[src/rtl/analog_ladder_encoder_decoder_assert.svh]
// -----------------------------------------------------------------------------
// analog_ladder_encoder_decoder_assert
// assertion macros used by the ladder encoder decoder top module
// -----------------------------------------------------------------------------
`ifndef ANALOG_LADDER_ENCODER_DECODER_ASSERT_SVH
`define ANALOG_LADDER_ENCODER_DECODER_ASSERT_SVH

// checked on every clock edge outside reset
`define ALE_ASSERT(lbl, prop, msg) \
   lbl: assert property (@(posedge clock) disable iff (reset) (prop)) else $error(msg);

// checked on every clock edge, reset included
`define ALE_ASSERT_ALWAYS(lbl, prop, msg) \
   lbl: assert property (@(posedge clock) (prop)) else $error(msg);

`endif

[src/rtl/ale_pkg.sv]
// -----------------------------------------------------------------------------
// ale_pkg
// types and constants of the analog ladder encoder decoder
// -----------------------------------------------------------------------------
package ale_pkg;

   // adc sample and threshold width
   typedef logic [9:0]  level_type;
   typedef logic [31:0] time_type;
   typedef logic [1:0]  state_type;
   typedef logic [1:0]  event_type;
   typedef logic [2:0]  csr_index_type;

   // classified ladder states
   localparam state_type ST_NONE  = 2'd0;
   localparam state_type ST_PRESS = 2'd1;
   localparam state_type ST_CW    = 2'd2;
   localparam state_type ST_CCW   = 2'd3;

   // event codes on the result channel
   localparam event_type EV_NONE  = 2'd0;
   localparam event_type EV_PRESS = 2'd1;
   localparam event_type EV_CW    = 2'd2;
   localparam event_type EV_CCW   = 2'd3;

   // register indexes
   localparam csr_index_type REG_IDLE   = 3'd0;
   localparam csr_index_type REG_PRESS  = 3'd1;
   localparam csr_index_type REG_CW     = 3'd2;
   localparam csr_index_type REG_CCW    = 3'd3;
   localparam csr_index_type REG_WINDOW = 3'd4;

   // register reset values
   localparam level_type IDLE_RESET   = 10'd1000;
   localparam level_type PRESS_RESET  = 10'd100;
   localparam level_type CW_RESET     = 10'd400;
   localparam level_type CCW_RESET    = 10'd700;
   localparam level_type WINDOW_RESET = 10'd50;

   // a press is reported only when it lasts longer than this, in ms
   localparam time_type MIN_PRESS_MS = 32'd10;

   typedef struct packed {
      level_type idle_level;
      level_type press_level;
      level_type cw_level;
      level_type ccw_level;
      level_type window_half;
   } cfg_type;

   typedef struct packed {
      event_type event_res;
      time_type  press_duration;
      logic      act_load;
   } evt_type;

endpackage

[src/rtl/analog_ladder_encoder_decoder.sv]
// -----------------------------------------------------------------------------
// analog_ladder_encoder_decoder
// decodes adc samples of a resistor ladder rotary encoder with push button
// -----------------------------------------------------------------------------
// req channel: one item per transfer, tdata carries the 10-bit sample and the
//    32-bit millisecond timestamp.
// rsp channel: one result per request, tuser carries the event code (none,
//    press released, clockwise, counter-clockwise), tdata the press duration
//    and the is_pressed flag.
// csr channel: register writes by index, always ready; write only while no
//    request is in flight.
// path: a request is held in the input register, then its result in the
//    result register, which drives rsp.
// throughput: one request per cycle while rsp does not stall; the step is the
//    compares and one 32-bit subtract between the input register and the result register.
// reset: thresholds return to their defaults, the ladder state to none and
//    the activity timestamp to zero; both pipeline registers empty.
// stall: while rsp_tready is low the result register holds; one further
//    request is taken into the input register, then req_tready drops.
// -----------------------------------------------------------------------------
`include "analog_ladder_encoder_decoder_assert.svh"

module analog_ladder_encoder_decoder (
   input  logic                      clock,
   input  logic                      reset,
   // request stream
   input  logic                      req_tvalid,
   output logic                      req_tready,
   input  logic [47:0]               req_tdata,   // sample[9:0], time_ms[41:10], zero pad
   // result stream
   output logic                      rsp_tvalid,
   input  logic                      rsp_tready,
   output logic [39:0]               rsp_tdata,   // press_duration[31:0], is_pressed[32], pad
   output logic [1:0]                rsp_tuser,   // event_res[1:0]
   // register write port
   input  logic                      csr_valid,
   output logic                      csr_ready,
   input  ale_pkg::csr_index_type    csr_index,
   input  ale_pkg::level_type        csr_data
);
   import ale_pkg::*;

   cfg_type   cfg_ff, cfg_in;
   logic      s1_valid_ff, s1_valid_in;
   level_type s1_sample_ff, s1_sample_in;
   time_type  s1_time_ff, s1_time_in;
   logic      out_valid_ff, out_valid_in;
   event_type out_event_ff, out_event_in;
   time_type  out_dur_ff, out_dur_in;
   logic      out_press_ff, out_press_in;
   state_type state_ff, state_in;
   time_type  act_ff, act_in;

   logic      advance;
   state_type next_state;
   evt_type   evt;

   // register writes
   assign csr_ready = 1'b1;

   always_comb begin
      cfg_in = cfg_ff;
      if (csr_valid) begin
         case (csr_index)
            REG_IDLE:   cfg_in.idle_level  = csr_data;
            REG_PRESS:  cfg_in.press_level = csr_data;
            REG_CW:     cfg_in.cw_level    = csr_data;
            REG_CCW:    cfg_in.ccw_level   = csr_data;
            REG_WINDOW: cfg_in.window_half = csr_data;
            default:    cfg_in = cfg_ff;
         endcase
      end
   end

   // pipeline control
   assign advance    = s1_valid_ff && (!out_valid_ff || rsp_tready);
   assign req_tready = !s1_valid_ff || advance;

   // input register
   always_comb begin
      s1_valid_in  = s1_valid_ff;
      s1_sample_in = s1_sample_ff;
      s1_time_in   = s1_time_ff;
      if (req_tready) begin
         s1_valid_in  = req_tvalid;
         s1_sample_in = req_tdata[9:0];
         s1_time_in   = req_tdata[41:10];
      end
   end

   // classification and event logic
   ale_classify u_classify (
      .cfg        (cfg_ff),
      .sample     (s1_sample_ff),
      .state      (state_ff),
      .next_state (next_state)
   );

   ale_event u_event (
      .prev_state    (state_ff),
      .next_state    (next_state),
      .time_ms       (s1_time_ff),
      .activity_time (act_ff),
      .evt           (evt)
   );

   // state and result register
   always_comb begin
      state_in     = state_ff;
      act_in       = act_ff;
      out_valid_in = out_valid_ff && !rsp_tready;
      out_event_in = out_event_ff;
      out_dur_in   = out_dur_ff;
      out_press_in = out_press_ff;
      if (advance) begin
         state_in     = next_state;
         out_valid_in = 1'b1;
         out_event_in = evt.event_res;
         out_dur_in   = evt.press_duration;
         out_press_in = (next_state == ST_PRESS);
         if (evt.act_load) begin
            act_in = s1_time_ff;
         end
      end
   end

   always_ff @(posedge clock) begin
      if (reset) begin
         cfg_ff.idle_level  <= IDLE_RESET;
         cfg_ff.press_level <= PRESS_RESET;
         cfg_ff.cw_level    <= CW_RESET;
         cfg_ff.ccw_level   <= CCW_RESET;
         cfg_ff.window_half <= WINDOW_RESET;
         s1_valid_ff        <= 1'b0;
         out_valid_ff       <= 1'b0;
         state_ff           <= ST_NONE;
         act_ff             <= '0;
      end else begin
         cfg_ff       <= cfg_in;
         s1_valid_ff  <= s1_valid_in;
         out_valid_ff <= out_valid_in;
         state_ff     <= state_in;
         act_ff       <= act_in;
      end
   end

   // payload registers
   always_ff @(posedge clock) begin
      s1_sample_ff <= s1_sample_in;
      s1_time_ff   <= s1_time_in;
      out_event_ff <= out_event_in;
      out_dur_ff   <= out_dur_in;
      out_press_ff <= out_press_in;
   end

   // result channel
   assign rsp_tvalid = out_valid_ff;
   assign rsp_tuser  = out_event_ff;
   assign rsp_tdata  = {7'd0, out_press_ff, out_dur_ff};

   // checks
   `ALE_ASSERT(a_press_dur_min,
      rsp_tvalid && rsp_tuser == EV_PRESS |-> out_dur_ff > MIN_PRESS_MS,
      "reported press not longer than minimum")
   `ALE_ASSERT(a_dur_zero,
      rsp_tvalid && rsp_tuser != EV_PRESS |-> out_dur_ff == '0,
      "duration set without press event")
   `ALE_ASSERT(a_event_not_pressed,
      rsp_tvalid && rsp_tuser != EV_NONE |-> !out_press_ff,
      "event reported while button held")
   `ALE_ASSERT(a_act_on_exit,
      advance && state_ff == ST_NONE && next_state != ST_NONE |=> act_ff == $past(s1_time_ff),
      "activity time not stamped on exit from none")
   `ALE_ASSERT_ALWAYS(a_reset_state,
      reset |=> state_ff == ST_NONE && !rsp_tvalid,
      "state not cleared by reset")

endmodule

[src/rtl/ale_classify.sv]
// -----------------------------------------------------------------------------
// ale_classify
// maps one adc sample and the current state to the next ladder state
// -----------------------------------------------------------------------------
module ale_classify (
   input  ale_pkg::cfg_type   cfg,
   input  ale_pkg::level_type sample,
   input  ale_pkg::state_type state,
   output ale_pkg::state_type next_state
);
   import ale_pkg::*;

   logic       above_idle;
   logic       below_press;
   logic       in_cw;
   logic       in_ccw;
   logic [10:0] s_plus_h;
   logic [10:0] cw_plus_h;
   logic [10:0] ccw_plus_h;

   // open window test, s > c - h rewritten as s + h > c to stay unsigned
   assign s_plus_h   = {1'b0, sample} + {1'b0, cfg.window_half};
   assign cw_plus_h  = {1'b0, cfg.cw_level} + {1'b0, cfg.window_half};
   assign ccw_plus_h = {1'b0, cfg.ccw_level} + {1'b0, cfg.window_half};

   assign above_idle  = sample > cfg.idle_level;
   assign below_press = sample < cfg.press_level;
   assign in_cw  = (s_plus_h > {1'b0, cfg.cw_level}) && ({1'b0, sample} < cw_plus_h);
   assign in_ccw = (s_plus_h > {1'b0, cfg.ccw_level}) && ({1'b0, sample} < ccw_plus_h);

   // priority: idle, then press, then clockwise, then counter-clockwise
   always_comb begin
      next_state = state;
      if (above_idle) begin
         next_state = ST_NONE;
      end else if (state == ST_NONE) begin
         if (below_press) begin
            next_state = ST_PRESS;
         end else if (in_cw) begin
            next_state = ST_CW;
         end else if (in_ccw) begin
            next_state = ST_CCW;
         end
      end
   end

endmodule

[src/rtl/ale_event.sv]
// -----------------------------------------------------------------------------
// ale_event
// derives the event code, press duration and activity-time load from a state transition
// -----------------------------------------------------------------------------
module ale_event (
   input  ale_pkg::state_type prev_state,
   input  ale_pkg::state_type next_state,
   input  ale_pkg::time_type  time_ms,
   input  ale_pkg::time_type  activity_time,
   output ale_pkg::evt_type   evt
);
   import ale_pkg::*;

   time_type held;

   // modulo 2^32 hold time
   assign held = time_ms - activity_time;

   always_comb begin
      evt.event_res      = EV_NONE;
      evt.press_duration = '0;
      evt.act_load       = 1'b0;
      if (next_state == ST_NONE) begin
         // return to none; a press event only on release of the button
         if (prev_state == ST_PRESS && held > MIN_PRESS_MS) begin
            evt.event_res      = EV_PRESS;
            evt.press_duration = held;
         end
      end else if (prev_state == ST_NONE) begin
         // leaving none stamps the activity time
         evt.act_load = 1'b1;
         case (next_state)
            ST_CW:   evt.event_res = EV_CW;
            ST_CCW:  evt.event_res = EV_CCW;
            default: evt.event_res = EV_NONE;
         endcase
      end
   end

endmodule

[config.mk]
export PLATFORM = sky130hd
export DESIGN_NAME = analog_ladder_encoder_decoder
export DESIGN_NICKNAME = d
export VERILOG_FILES = /design/src/rtl/ale_pkg.sv /design/src/rtl/analog_ladder_encoder_decoder.sv /design/src/rtl/ale_classify.sv /design/src/rtl/ale_event.sv
export VERILOG_INCLUDE_DIRS = /design/src /design/src/rtl
export SDC_FILE = /design/constraint.sdc
export NUM_CORES = 1
export LEC_CHECK = 0
export BUFFER_PORTS_ARGS = -buffer_cell sky130_fd_sc_hd__buf_2
export CORE_MARGIN = 8
export CORE_UTILIZATION = 60
export DETAILED_ROUTE_END_ITERATION = 10
export PLACE_DENSITY = 0.87
export SLEW_MARGIN = 20
export SYNTH_ARGS = -nofsm -noshare
export SYNTH_HDL_FRONTEND = slang
export SYNTH_SLANG_ARGS = --single-unit
[constraint.sdc]
create_clock -name clock -period 6.07 [get_ports clock]
set_clock_uncertainty 0.2 [all_clocks]
set_input_delay 1.214 -clock clock [delete_from_list [all_inputs] [get_ports clock]]
set_output_delay 1.214 -clock clock [all_outputs]
set_load 0.02 [all_outputs]
Word-level counts from Yosys, hierarchy flattened
Index checks and enable logic that the tools add are counted.
Word-level totals
  bits in registers: 163
  bits in latches: 0
  RAM bits: 0
  ROM bits: 0
  word-level logic and storage cells: 65
  memories kept: 0
Cells by class
  add/subtract/negate cells: 4
  $mul: 0
  div/mod/pow operators: 0
  $lt $le $gt $ge: 7
  equality and inequality tests: 8
  shifts and indexed selects: 0
  muxes and demuxes: 12
  bitwise operators: 0
  reductions and logical operators: 20
Operators with widths (number)
  adder 10 x 10 -> 11 bit: 3
  two-way mux 33 bit: 1
  greater-than comparator 32 x 4 -> 1 bit (second input constant): 1
  subtractor 32 bit: 1
  greater-than comparator 11 x 10 -> 1 bit: 2
  less-than comparator 10 x 11 -> 1 bit: 2
  two-way mux 2 bit: 7
  AND reduction 2 bit: 7
  greater-than comparator 10 bit: 1
  less-than comparator 10 bit: 1
  == test 3 x 2 -> 1 bit (second input constant): 2
  logical AND 1 bit: 5
  == test 2 x 1 -> 1 bit (second input constant): 2
  == test 2 bit (second input constant): 2
  zero test 2 bit: 2
  one-hot mux 2 bit (2 select lines): 1
  == test 3 x 1 -> 1 bit (second input constant): 1
  == test 3 bit (second input constant): 1
  zero test 1 bit: 3
  zero test 3 bit: 1
  two-way mux 1 bit: 3
  logical OR 1 bit: 2

Depth between registers and ports, before layout
  word-level depth: 12
  depth in mapped cells: 20

Cells and area by module
A second synthesis with hierarchy kept.
Second synthesis, totals
  cell total of the unflattened synthesis: 1153
  area total of the unflattened synthesis: 10958.0 µm²
Modules (own cells, without submodules)
  analog_ladder_encoder_decoder: instances 1, cells each 426, area an instance 5808.1 µm², sequential area each 4033.9 µm²
  ale_event: instances 1, cells each 407, area an instance 2636.3 µm², sequential area each 0.0 µm²
  ale_classify: instances 1, cells each 320, area an instance 2513.7 µm², sequential area each 0.0 µm²

Worst setup path before layout
OpenSTA, ideal clock, no wires.
  path kind: register to register
  start: register s1_sample_ff[0]
  end: register act_ff[10]
  setup time: 0.128 ns
  arrival time: 3.957 ns
  data required time: 5.742 ns
  slack: 1.785 ns
  stages on the path, launching flop included: 19
  path buffers: 1
  path through: edfxtp_1 ha_1 fa_1 a21o_1 a21oi_1 o21bai_1 a2111oi_1 or3_1 xnor2_1 ha_1 a21o_1 a21oi_1 o21ai_0 o31a_1 o22a_1 o31ai_4 buf_4 mux2i_1 nor2_1
Between the ends
  longest elaborated chain between the ends: 11
RTL lines
  start, declared: line analog_ladder_encoder_decoder.sv:45  | level_type s1_sample_ff, s1_sample_in;
  start signal, assigned: line analog_ladder_encoder_decoder.sv:149  | s1_sample_ff <= s1_sample_in;
  adder 10 x 10 -> 11 bit: line ale_classify.sv:22  | assign s_plus_h = {1'b0, sample} + {1'b0, cfg.window_half};
  greater-than comparator 11 x 10 -> 1 bit: line ale_classify.sv:29  | assign in_ccw = (s_plus_h > {1'b0, cfg.ccw_level}) && ({1'b0, sample} < ccw_plus_h);
  logical AND 1 bit: line ale_classify.sv:29
  two-way mux 2 bit: line ale_classify.sv:41  | end else if (in_ccw) begin
  two-way mux 2 bit: line ale_classify.sv:39  | end else if (in_cw) begin
  two-way mux 2 bit: line ale_classify.sv:37  | if (below_press) begin
  two-way mux 2 bit: line ale_classify.sv:36  | end else if (state == ST_NONE) begin
  two-way mux 2 bit *: line ale_classify.sv:34  | if (above_idle) begin
  zero test 2 bit *: line ale_event.sv:23  | if (next_state == ST_NONE) begin
  two-way mux 1 bit *: line ale_event.sv:23
  AND reduction 2 bit (no line) *
  end signal, assigned: line analog_ladder_encoder_decoder.sv:143  | act_ff <= act_in;
  end, declared: line analog_ladder_encoder_decoder.sv:52  | time_type act_ff, act_in;
Every way passes the cells marked *; elsewhere a longest branch is shown, timed or not.
A chain may end at the register's enable or synchronous reset.

Final worst setup path
  start: register s1_sample_ff[0]
  end: register act_ff[31]
Same word-level chain as after synthesis.

==> metrics.yaml <==
outcome:
  status: "completed"
clock_network:
  cts_tree: "built"
  cts_hold_buf: 0
  worstSkewPairLatency_ps: 440
  cts_buffers: 17
  cts_root_buffer: "clkbuf_16"
  path_clk_slew_ps: 70
  cts_setup_buffers: 0
  h-tree-depth: 4
  ctsResizeCount: 0
  numClockSinks: 163
  cts_buffer_depth: 2
placement:
  dp_hpwl_microns: 17500
  dp_slack_ps: 1070
  io_buffers: 96
  place.gp.congestion: 0.936
  dpl.cell_count: 1337
drt:
  met1Wirelength_microns: 10300
  vias: 8058
  met2WireLength_microns: 11300
  highest_layer: "met4"
  wl_met3_microns: 1750
  drc: 0
  wl_per_cell_microns: 17.7
  drt-vias-per-instance: 5.89
  drtPass1Iterations: 5
  detail-route-antenna-nets: 0
  drt-initial-drc-count: 616
  drt_wl_total_microns: 24200
yosys:
  synth_top_area_frac: 0.232
  synth_edf_count: 77
  syn_avg_cell_area_sq_um: 9.52
  synth_ff_type: "dfxtp_1"
  synth_top_area_cell: "edfxtp_1"
  syn_inst: 1045
  synthArstFlopShare: 0
  yosys-top-cells-area: "edfxtp_1, dfxtp_1, ha_1"
  netlist_area_sq_um: 9950
  ys_seq_area_frac: 0.405
  synth_cell_types: 66
  yosysWarnings: 0
  synth_seq_cells: 163
global_routing:
  grt_pass1_wl_microns: 38800
  grt_use_total: 0.239
  overflow: 0
  grt_pass1_vias: 7925
  grt_max_degree: 49
  antenna_found_initial: 0
setup_path:
  cp-endpoint: "act_ff[31]"
  r2r_cells: 18
  critPathLaunchType: "register"
  critical_path.startpoint: "s1_sample_ff[0]"
  worstPathArrival_ps: 5230
  regToRegSetupSlack_ps: 930
  crit_type: "register to register"
  r2r-start: "s1_sample_ff[0]"
  crit_required_ps: 6160
  end_kind: "register"
  critPathMaxFanout: 32
  r2r-end: "act_ff[31]"
sta:
  tns_ps: 0
  clock.fmax_mhz: 195
  hold_violations: 0
  drv_slew: 0
  report.final.setup_viol: 0
  rsz0062_at_grt: "no"
  worst_slack_ps: 930
  period_share: 0.847
  max_slew_margin: 0.355
  worst-slew-pin-transition_ps: 964
  hold_slack_ps: 255
  period_needed_ps: 5140
die:
  die_y_microns: 145
  row_count: 47
  core_area_sq_um: 16400
  start_util: 0.607
  die-area_sq_um: 21000
  boundaryPins: 111
  fp.dieW_microns: 145
layout:
  antenna_cells: 0
  area_growth_syn_to_layout_pct: 11.8
  fin_nets: 1324
  layoutNonFillerInstCount: 1369
  final_util: 0.678
  drive_gt1_frac: 0.132
run:
  cap_violations: 0
power_and_ir_drop:
  powerDensity_nw_per_um2: 257
  p_leak_nw: 5.03
  ir_drop_v: 0.000226
worst_hold_path:
  hold_class: "register to register"
[report_power, final]
group	switching, W	internal [W]
combinational	0.000364	0.000256
clock	0.000470	0.000527
sequential	0.0000382	0.00120
[layout make-up]
class | instances | area, sq um
Multi-Input combinational cell | 765 | 5440
Clock buffer | 18 | 429
Clock inverter | 14 | 109
Timing Repair Buffer | 101 | 518
Sequential cell | 163 | 4030
Fill cell | 1219 | 5280
Inverter | 88 | 330
Tap cell | 220 | 275
[cell usage in the layout, fill, tap and decap left out, types with 11 or more instances in the layout]
master,n
ha_1,118
nand2_1,107
buf_2,96
a21oi_1,95
nor2_1,93
inv_1,88
dfxtp_1,86
edfxtp_1,77
a21o_1,33
mux2i_1,32
nor2b_1,28
xnor2_1,28
o21ai_0,25
xor2_1,23
clkbuf_16,17
a211o_1,13
or3_1,12
nand3_1,11
nand4_1,11
[kinds of logic (layout without fill, tap and decap cells)]
group                      count (synthesis)  after routing  synth area share
muxes                                     33             33            0.0333
adders and majority gates                122            122             0.156
xor gates and xnor gates                  51             51            0.0449
buffers and inverters                    123            221            0.0510
and+or+nand+nor                          315            315             0.148
DFF                                      163            163             0.405
other                                      2              8          0.000755
AOI/OAI and AO/OA                        236            236             0.160
[flip-flops by register name, summed over array words and instances, names as in the netlist, 2 cells and up]
name / flops
cfg_ff: 50
rsp_tuser: 2
s1_time_ff: 32
state_ff: 2
out_dur_ff: 32
s1_sample_ff: 10
act_ff: 32
[synth_stat cells, drive strengths merged (13+ instances only)]
library cell	count
dfxtp	86
ha	118
clkbuf	22
edfxtp	77
mux2i	32
buf	13
nand2	108
xor2	23
a21oi	95
o21ai	28
a21o	34
nor2	96
nor2b	29
inv	88
xnor2	28
a211o	13
[critical path: stages (launching register included)]
cell and delay, ps:
edfxtp_1 460, ha_1 260, fa_1 400, a21o_1 170, a21oi_1 240, o21bai_1 120
a2111oi_1 570, or3_1 210, xnor2_1 150, ha_1 290, o21ai_0 80, a31oi_1 50
or3_1 320, a31oi_1 210, a31oi_1 120, o31ai_4 270, buf_4 530, mux2i_1 260
nor2_1 60
[worst min-delay path by stage]
| stage | end | start | cells past startpoint |
|---|---|---|---|
| finish | cfg_ff[33] | cfg_ff[33] | 2 |
| global route | cfg_ff[39] | cfg_ff[39] | 2 |
| CTS | cfg_ff[41] | cfg_ff[41] | 2 |
| detailed placement | cfg_ff[34] | cfg_ff[34] | 2 |
| global placement | cfg_ff[30] | cfg_ff[30] | 2 |
| floorplan | cfg_ff[31] | cfg_ff[31] | 2 |
[stage by stage]
| step | area, sq um | total power [W] |
|---|---|---|
| floorplan | 9980 | 0.00171 |
| global placement | 10600 | 0.00184 |
| detailed placement | 10600 | 0.00186 |
| CTS | 11100 | 0.00286 |
| global route | 11100 | 0.00298 |
| finish | 11100 | 0.00286 |
[layer usage]
metal | vias up | track usage
li1 | 3856 | -
met1 | 3826 | 0.296
met2 | 319 | 0.395
met3 | 57 | 0.0413
met4 | 0 | 0.117
met5 | - | 0
Power figures use the tool's default switching activity.
